--- src/hw/rtl/assert_macros.svh ---
// Assertion macros shared by the RTL of the buddy page allocator.
// No dependencies; include with the bare file name.
`ifndef ASSERT_MACROS_SVH
`define ASSERT_MACROS_SVH

// Clocked check, switched off while reset is high.
`define BPA_ASSERT(name, clk, rst, prop) \
   name: assert property (@(posedge clk) disable iff (rst) prop) \
      else $error("%m: check failed");

// Clocked check that also holds during reset.
`define BPA_ASSERT_ALWAYS(name, clk, prop) \
   name: assert property (@(posedge clk) prop) \
      else $error("%m: check failed");

`endif

--- src/hw/rtl/bpa_pkg.sv ---
// Shared constants, codes and controller/datapath types of the buddy page allocator.
// No dependencies.
package bpa_pkg;

   localparam int unsigned NUM_PAGES_DEF = 16384;
   localparam int unsigned TOP_ORDER_DEF = 10;
   localparam int PAGE_W_DEF = $clog2(NUM_PAGES_DEF);

   localparam int ORDER_W   = 4;
   localparam int ACT_W     = 2;
   localparam int STAT_W    = 2;
   localparam int CFG_W     = 5;
   localparam int CFG_IDX_W = 1;
   localparam int CNT_W     = 15;
   localparam logic [CNT_W-1:0] CNT_MAX = {CNT_W{1'b1}};

   // action codes
   localparam logic [ACT_W-1:0] ACT_INIT  = 2'd0;
   localparam logic [ACT_W-1:0] ACT_ALLOC = 2'd1;
   localparam logic [ACT_W-1:0] ACT_FREE  = 2'd2;

   // result status codes
   localparam logic [STAT_W-1:0] ST_OK  = 2'd0;
   localparam logic [STAT_W-1:0] ST_OOM = 2'd1;
   localparam logic [STAT_W-1:0] ST_BAD = 2'd2;

   // configuration register indexes and reset values
   localparam logic [CFG_IDX_W-1:0] CSR_TOTAL_BLOCKS  = 1'b0;
   localparam logic [CFG_IDX_W-1:0] CSR_KERNEL_BLOCKS = 1'b1;
   localparam logic [CFG_W-1:0] TOTAL_RST  = 5'd16;
   localparam logic [CFG_W-1:0] KERNEL_RST = 5'd4;

   typedef enum logic [3:0] {
      CMD_NOP,
      CMD_LOAD,
      CMD_CLEAR,
      CMD_FILL,
      CMD_FIND,
      CMD_POP_RD,
      CMD_POP_WR,
      CMD_TOG_RD,
      CMD_TOG_WR,
      CMD_SPLIT,
      CMD_UNLINK,
      CMD_PUSH,
      CMD_PUBLISH
   } dp_cmd_type;

   typedef struct packed {
      logic [ACT_W-1:0] action;
      logic             bad;
      logic             found;
      logic             below_top;
      logic             split_more;
      logic             tog_new;
      logic             clr_last;
      logic             fill_done;
   } dp_stat_type;

endpackage

--- src/hw/rtl/bpa_ctrl.sv ---
// Controller of the buddy page allocator: sequences init, alloc and free steps
// and owns the channel handshakes. Depends on bpa_pkg.
module bpa_ctrl (
   input  logic                  clock,
   input  logic                  reset,
   input  logic                  req_valid,
   output logic                  req_ready,
   output logic                  rsp_valid,
   input  logic                  rsp_ready,
   output bpa_pkg::dp_cmd_type   cmd,
   input  bpa_pkg::dp_stat_type  stat
);
   import bpa_pkg::*;

   typedef enum logic [3:0] {
      S_CLEAR,
      S_IDLE,
      S_DISPATCH,
      S_INIT_CLR,
      S_FILL,
      S_FIND,
      S_POP_RD,
      S_POP_WR,
      S_TOG_WR_A,
      S_SPLIT,
      S_TOG_RD_F,
      S_TOG_WR_F,
      S_UNLINK,
      S_PUSH,
      S_FINISH
   } state_type;

   state_type state_ff, state_in;
   logic      rsp_valid_ff, rsp_valid_in;

   assign req_ready = state_ff == S_IDLE;
   assign rsp_valid = rsp_valid_ff;

   always_comb begin
      cmd          = CMD_NOP;
      state_in     = state_ff;
      rsp_valid_in = rsp_valid_ff && !rsp_ready;
      unique case (state_ff)
         S_CLEAR: begin
            cmd = CMD_CLEAR;
            if (stat.clr_last) begin
               state_in = S_IDLE;
            end
         end
         S_IDLE: begin
            if (req_valid) begin
               cmd      = CMD_LOAD;
               state_in = S_DISPATCH;
            end
         end
         S_DISPATCH: begin
            unique case (stat.action)
               ACT_INIT:  state_in = S_INIT_CLR;
               ACT_ALLOC: state_in = stat.bad ? S_FINISH : S_FIND;
               ACT_FREE:  state_in = stat.bad ? S_FINISH : S_TOG_RD_F;
               default:   state_in = S_FINISH;
            endcase
         end
         S_INIT_CLR: begin
            cmd = CMD_CLEAR;
            if (stat.clr_last) begin
               state_in = S_FILL;
            end
         end
         S_FILL: begin
            if (stat.fill_done) begin
               state_in = S_FINISH;
            end else begin
               cmd = CMD_FILL;
            end
         end
         S_FIND: begin
            cmd      = CMD_FIND;
            state_in = stat.found ? S_POP_RD : S_FINISH;
         end
         S_POP_RD: begin
            cmd      = CMD_POP_RD;
            state_in = S_POP_WR;
         end
         S_POP_WR: begin
            cmd = CMD_POP_WR;
            priority if (stat.below_top) begin
               state_in = S_TOG_WR_A;
            end else if (stat.split_more) begin
               state_in = S_SPLIT;
            end else begin
               state_in = S_FINISH;
            end
         end
         S_TOG_WR_A: begin
            cmd      = CMD_TOG_WR;
            state_in = stat.split_more ? S_SPLIT : S_FINISH;
         end
         S_SPLIT: begin
            cmd      = CMD_SPLIT;
            state_in = S_TOG_WR_A;
         end
         S_TOG_RD_F: begin
            if (stat.below_top) begin
               cmd      = CMD_TOG_RD;
               state_in = S_TOG_WR_F;
            end else begin
               state_in = S_PUSH;
            end
         end
         S_TOG_WR_F: begin
            // pair bit back to zero: the buddy is free, merge
            cmd      = CMD_TOG_WR;
            state_in = stat.tog_new ? S_PUSH : S_UNLINK;
         end
         S_UNLINK: begin
            cmd      = CMD_UNLINK;
            state_in = S_TOG_RD_F;
         end
         S_PUSH: begin
            cmd      = CMD_PUSH;
            state_in = S_FINISH;
         end
         S_FINISH: begin
            // hold until the output register is free
            if (!rsp_valid_ff || rsp_ready) begin
               cmd          = CMD_PUBLISH;
               rsp_valid_in = 1'b1;
               state_in     = S_IDLE;
            end
         end
         default: begin
            state_in = S_IDLE;
         end
      endcase
   end

   always_ff @(posedge clock) begin
      if (reset) begin
         state_ff     <= S_CLEAR;
         rsp_valid_ff <= 1'b0;
      end else begin
         state_ff     <= state_in;
         rsp_valid_ff <= rsp_valid_in;
      end
   end
endmodule

--- config.mk ---
export PLATFORM = sky130hd
export DESIGN_NAME = bpa_ctrl
export DESIGN_NICKNAME = d
export VERILOG_FILES = /design/src/hw/rtl/assert_macros.svh /design/src/hw/rtl/bpa_pkg.sv /design/src/hw/rtl/bpa_ctrl.sv
export SDC_FILE = /design/constraint.sdc
export NUM_CORES = 1
export LEC_CHECK = 0
export BUFFER_PORTS_ARGS = -buffer_cell sky130_fd_sc_hd__buf_4
export CAP_MARGIN = 20
export CORE_MARGIN = 2
export CORE_UTILIZATION = 45
export DETAILED_ROUTE_END_ITERATION = 10
export PLACE_DENSITY = 0.73
export SYNTH_ARGS = -nofsm -noshare
export SYNTH_HDL_FRONTEND = slang
export SYNTH_SLANG_ARGS = --single-unit
--- constraint.sdc ---
create_clock -name clock -period 1.5 [get_ports clock]
set_input_delay 0.3 -clock clock [delete_from_list [all_inputs] [get_ports clock]]
set_output_delay 0.3 -clock clock [all_outputs]
set_load 0.05 [all_outputs]
==> results.cfg, run 1 <==
[clocking]
htree_levels = 1
cts_num_sinks = 5
hold_buffers = 0
cts_made_buffers = 3
ctsLongestPathBuffers = 2
cts_root_buf = clkbuf_4
clkTransAtPathRegs_ns = 0.05
insertion_delay_ns = 0.25
cts_tree = built

[yosys]
syn_inst = 97
synth_seq_cells = 5
synth.distinct_cells = 40
ys.flop_type = dfxtp_1
syn_nets = 110
synth-seq-area-share = 0.146
yosys_warnings = 0
ys_async_sr_fraction = 0
synth_edf_count = 0
syn_avg_cell_area_um2 = 7.07
netlist_area_um2 = 686

[sta]
fmax_mhz = 599
fin_crit_sh = 1.11
tightest_slew_ns = 0.374
rsz0062_at_grt = yes
setup_viol = 9
max_slew_margin = 0.751
hold_viol = 0
slew_viol_final = 0
worst_slack_ns = -0.169
clock_skew_ns = 0.00207
min_period_ns = 1.67

[run_status]
violations = negative setup slack
status = finished with violations

[die]
fp.dieH_um = 43.0
initial_core_util = 0.466
std_cell_rows = 14
core_um2 = 1470
fp.dieW_um = 43.0
ios = 19
die_area_um2 = 1850

[finish]
design_area_um2 = 1350
fill_cells = 56
drive_above_1_share = 0.637
diodes = 0
post-route-util = 0.918
synthToLayoutAreaGrowth_pct = 96.9
nNetsFinal = 160

[route]
drt-pass1-iter-count = 4
detail-route-antenna-nets = 0
via_per_inst = 6.67
wl_per_cell_um = 21.8
drt_wl_total_mm = 3.52
drtIter0Drc = 64
drc = 0
num_vias = 1080

[placement]
place_area_um2 = 1070
place_ws_ns = -0.185
place_congestion = 0.861
port_buffers = 18
hpwl_mm = 1.81

[power_and_ir_drop]
peakVddDrop_mv = 0.785
clkPwrFrac = 0.127
power_density_nw_per_um2 = 947
p_sw_uw = 588
seqPwrFrac = 0.154
combinationalPowerShare = 0.718
p_int_uw = 691
p_leak_uw = 0.000520
swShare = 0.460

[global_routing]
met1_usage = 0.455
met2_usage = 0.539
grt_use_met3 = 0.0426
antenna_found_initial = 0
grt_overflow_total = 0
grt_pass1_vias = 983
grt_usage = 0.329
grt_pass1_wl_mm = 4.63
grt-busiest-layer = met2
grt_max_degree = 13

[worst_setup_path]
critical-path-max-stage-delay_ns = 0.45
worst_ep_required_time_ns = 1.20
worst-path-buf-inv = 1
crit_path_start_kind = flop
criticalPathCategory = reg -> out
crit_cells = 4
critical-path-top-delay-family = flip-flops
crit_fanout = 12
slowest_stage = dfxtp_4
arrival_ns = 1.37
cp_cell_sequence = and3_4 -> nand2_1 -> a31oi_4 -> buf_6
rr_worst_depth = 6
critPathCaptureType = output port
r2r_slack_ns = -0.13

[job]
maxCapViolations = 0

[hold_path]
whs_path_depth = 2
hp-class = in -> reg
## metrics by stage
step | total power (µW) | setup TNS [ns] | instances | hold slack, ns
4_1_cts | 1120 | -0.449 | 159 | 0.236
2_1_floorplan | 576 | -0.192 | 97 | 0.362
5_1_grt | 1340 | -1.33 | 162 | 0.224
3_3_place_gp | 839 | -0.380 | 151 | 0.480
6_report | 1280 | -1.02 | 162 | 0.245
3_5_place_dp | 859 | -0.936 | 151 | 0.482
## state kept, by name (all words and copies together), names as in the netlist
signal / count
rsp_valid: 1
state_ff: 4
## per-layer routing
layer / up-vias / part of all wire
li1: 484 / -
met1: 513 / 0.40
met2: 73 / 0.49
met3: 10 / 0.086
met4: 0 / 0.028
met5: - / 0
## area by class of cell
type                    count  area, µm²  share of cell area
multi-input cells          78        727               0.538
flip-flops and latches      5        111              0.0825
clock buffers               4       26.3              0.0195
well taps                  16       20.0              0.0148
repair buffers             53        439               0.325
inverters                   6       26.3              0.0195
## synth_stat cells, types with 2 or more instances
master	count	area (µm²)
a21oi_1	7	35.0
nand3b_1	3	22.5
nor3_1	3	15.0
o211ai_1	2	15.0
o21a_1	3	22.5
buf_2	6	30.0
dfxtp_1	5	100
o22ai_1	2	12.5
nand2_1	5	18.8
a221oi_1	3	26.3
inv_1	6	22.5
nand2b_1	5	31.3
o311ai_0	2	17.5
a31oi_1	4	25.0
a211oi_1	8	60.1
a21o_1	2	15.0
or3_1	2	12.5
nor2_1	2	7.51
and2_1	2	12.5
o21ai_0	3	15.0
nand3_1	3	15.0
## power groups by stage
| stage | combinational (µW) | sequential [µW] | clock, µW |
|---|---|---|---|
| floorplan | 418 | 158 | 0 |
| global placement | 654 | 184 | 0 |
| detailed placement | 671 | 188 | 0 |
| CTS | 773 | 191 | 159 |
| global route | 958 | 195 | 184 |
| finish | 919 | 197 | 163 |
## layout by cell type (no fill, tap or decap), types with 2 or more instances in the layout
master,instances
clkbuf_4,3
a31oi_1,2
nand2_1,5
or3_1,2
buf_6,11
o21a_1,3
a221oi_1,2
o211ai_1,2
inv_2,3
and2_1,2
a21o_1,2
dfxtp_2,3
dfxtp_4,2
a211oi_2,4
nand2b_4,4
a21oi_1,3
inv_1,2
nand3_1,3
a21oi_2,3
nand3b_1,3
a211oi_1,3
buf_4,42
## worst paths after layout
kind	to	start
worst max-delay path	cmd[1]	state_ff[1]$_SDFFE_PP0P_
worst min-delay path	state_ff[3]$_SDFFE_PP0P_	reset
worst max register to register	state_ff[1]$_SDFFE_PP0P_	state_ff[1]$_SDFFE_PP0P_
worst min register to register	rsp_valid$_SDFF_PP0_	rsp_valid$_SDFF_PP0_
## logic make-up (layout without fill, tap and decap cells)
| kind of cell | count (synthesis) | in the layout | share of synthesized area |
|---|---|---|---|
| xor gates and xnor gates | 1 | 1 | 0.0128 |
| DFF | 5 | 5 | 0.146 |
| buffers and inverters | 14 | 63 | 0.0931 |
| AOI/OAI and AO/OA | 44 | 44 | 0.458 |
| and+or+nand+nor | 32 | 32 | 0.276 |
| muxes | 1 | 1 | 0.0146 |
## repair_timing
action                                  in CTS  in global routing
endpoints found under the setup margin       9                  9
hold endpoints to repair                     0                  0
gates resized for setup                     33                 20
buffers inserted                             5                  3
pin swaps                                    4                  6
Power figures use the tool's default switching activity.
==> run 2: changes to the inputs <==
- PLACE_DENSITY: 0.73 -> not set
- PLACE_DENSITY_LB_ADDON: not set -> 0.25
==> results.cfg, run 2 (same netlist as run 1, synthesis figures left out) <==
[run_status]
status = finished with violations
violations = negative setup slack

[power_and_ir_drop]
p_leak_uw = 0.000516
power_density_nw_per_um2 = 963
p_total_uw = 1340
peakVddDrop_mv = 0.826

[worst_setup_path]
worst_ep_required_time_ns = 1.68
critPathCaptureType = flop
crit_fanout = 13
crit_path_start_kind = flop
arrival_ns = 1.88
criticalPathCategory = reg -> reg

[sta]
min_period_ns = 1.71
max_slew_margin = 0.750
fmax_mhz = 586
setup_viol = 9
tightest_slew_ns = 0.373
rsz0062_at_grt = yes
hold_viol = 0
slew_viol_final = 0
worst_slack_ns = -0.208
fin_crit_sh = 1.14
clock_skew_ns = 0.0127

[clocking]
insertion_delay_ns = 0.27
cts_num_sinks = 5
cts_tree = built
htree_levels = 1
cts_root_buf = clkbuf_4
cts_made_buffers = 3
ctsLongestPathBuffers = 2
hold_buffers = 0
clkTransAtPathRegs_ns = 0.06

[route]
via_per_inst = 7.51
wl_per_cell_um = 24.3
drc = 0
num_vias = 1186
drt-pass1-iter-count = 5
detail-route-antenna-nets = 0
drtIter0Drc = 80
drt_wl_total_mm = 3.83

[global_routing]
grt_max_degree = 14
grt_usage = 0.350
grt_pass1_wl_mm = 4.77
grt_overflow_total = 0
grt_pass1_vias = 1010
antenna_found_initial = 0

[finish]
drive_above_1_share = 0.676
largest_reg_flops = 4
diodes = 0
multi_input_area_um2 = 778
largest_register = state_ff
final_common_cell = buf_4
nNetsFinal = 156
seq_area_um2 = 114
synthToLayoutAreaGrowth_pct = 103
fill_cells = 38
layout_common_cells = buf_4, buf_6, a211oi_2

[die]
fp.dieW_um = 43.0
core_um2 = 1470
die_area_um2 = 1850
initial_core_util = 0.466
ios = 19
std_cell_rows = 14
fp.dieH_um = 43.0

[placement]
place_ws_ns = -0.107
place_congestion = 0.940
port_buffers = 18
hpwl_mm = 1.76

[job]
maxCapViolations = 0

[hold_path]
hp-class = in -> reg
## run 2: cell types whose count changed in the layout (fill, tap and decap cells not counted), moves of 2 or more
cell / delta
a21oi_4: +2
or3_4: +2
inv_1: +2
buf_4: -6
inv_2: -2
a211oi_2: +2
a21oi_2: -2
or3_1: -2
## run 2: layer usage
| layer | vias to the layer above | GRT usage | share of wire |
|---|---|---|---|
| li1 | 473 | - | - |
| met1 | 547 | 0.407 | 0.34 |
| met2 | 129 | 0.624 | 0.46 |
| met3 | 37 | 0.0426 | 0.13 |
| met4 | 0 | 0.170 | 0.071 |
| met5 | - | 0 | 0 |
## run 2: worst paths after layout
path / startpoint / end / slack, ns / depth (start not counted)
setup / recovery: state_ff[2]$_SDFFE_PP0P_ / state_ff[1]$_SDFFE_PP0P_ / -0.21 / 6
hold / removal: reset / state_ff[3]$_SDFFE_PP0P_ / 0.21 / 2
setup reg to reg: state_ff[2]$_SDFFE_PP0P_ / state_ff[1]$_SDFFE_PP0P_ / -0.21 / 6
hold reg to reg: rsp_valid$_SDFF_PP0_ / rsp_valid$_SDFF_PP0_ / 0.62 / 3
## run 2: worst max-delay path: stages, from the launching register on
cell	delay (ns)
dfxtp_4	0.37
buf_4	0.13
buf_12	0.14
or3b_2	0.47
o311ai_1	0.14
a221oi_1	0.16
o221ai_2	0.20
## run 2: cell type report
type | instances | area share
multi-input cells | 78 | 0.558
repair buffers | 49 | 0.308
flip-flops and latches | 5 | 0.0816
inverters | 6 | 0.0197
clock buffers | 4 | 0.0188
well taps | 16 | 0.0143
## run 2: what timing repair did
| action | in CTS | in global routing |
|---|---|---|
| pin swaps | 16 | 6 |
| setup endpoints to repair | 8 | 9 |
| buffers inserted | 9 | 3 |
| resized for setup | 53 | 17 |
## run 2: metrics by stage
| step | std cells | hold WS (ns) | utilization | setup TNS [ns] | cell area [µm²] |
|---|---|---|---|---|---|
| floorplan | 97 | 0.362 | - | -0.192 | 756 |
| global placement | 143 | 0.486 | 0.695 | -0.189 | 1020 |
| detailed placement | 143 | 0.485 | 0.695 | -0.466 | 1020 |
| CTS | 155 | 0.223 | 0.875 | -0.477 | 1290 |
| global route | 158 | 0.222 | 0.948 | -1.34 | 1400 |
| finish | 158 | 0.211 | 0.948 | -1.10 | 1400 |
## run 2: power by group
group / internal [µW] / switching [µW]
sequential: 151 / 45.8
clock: 103 / 87.2
combinational: 446 / 510
total: 700 / 643
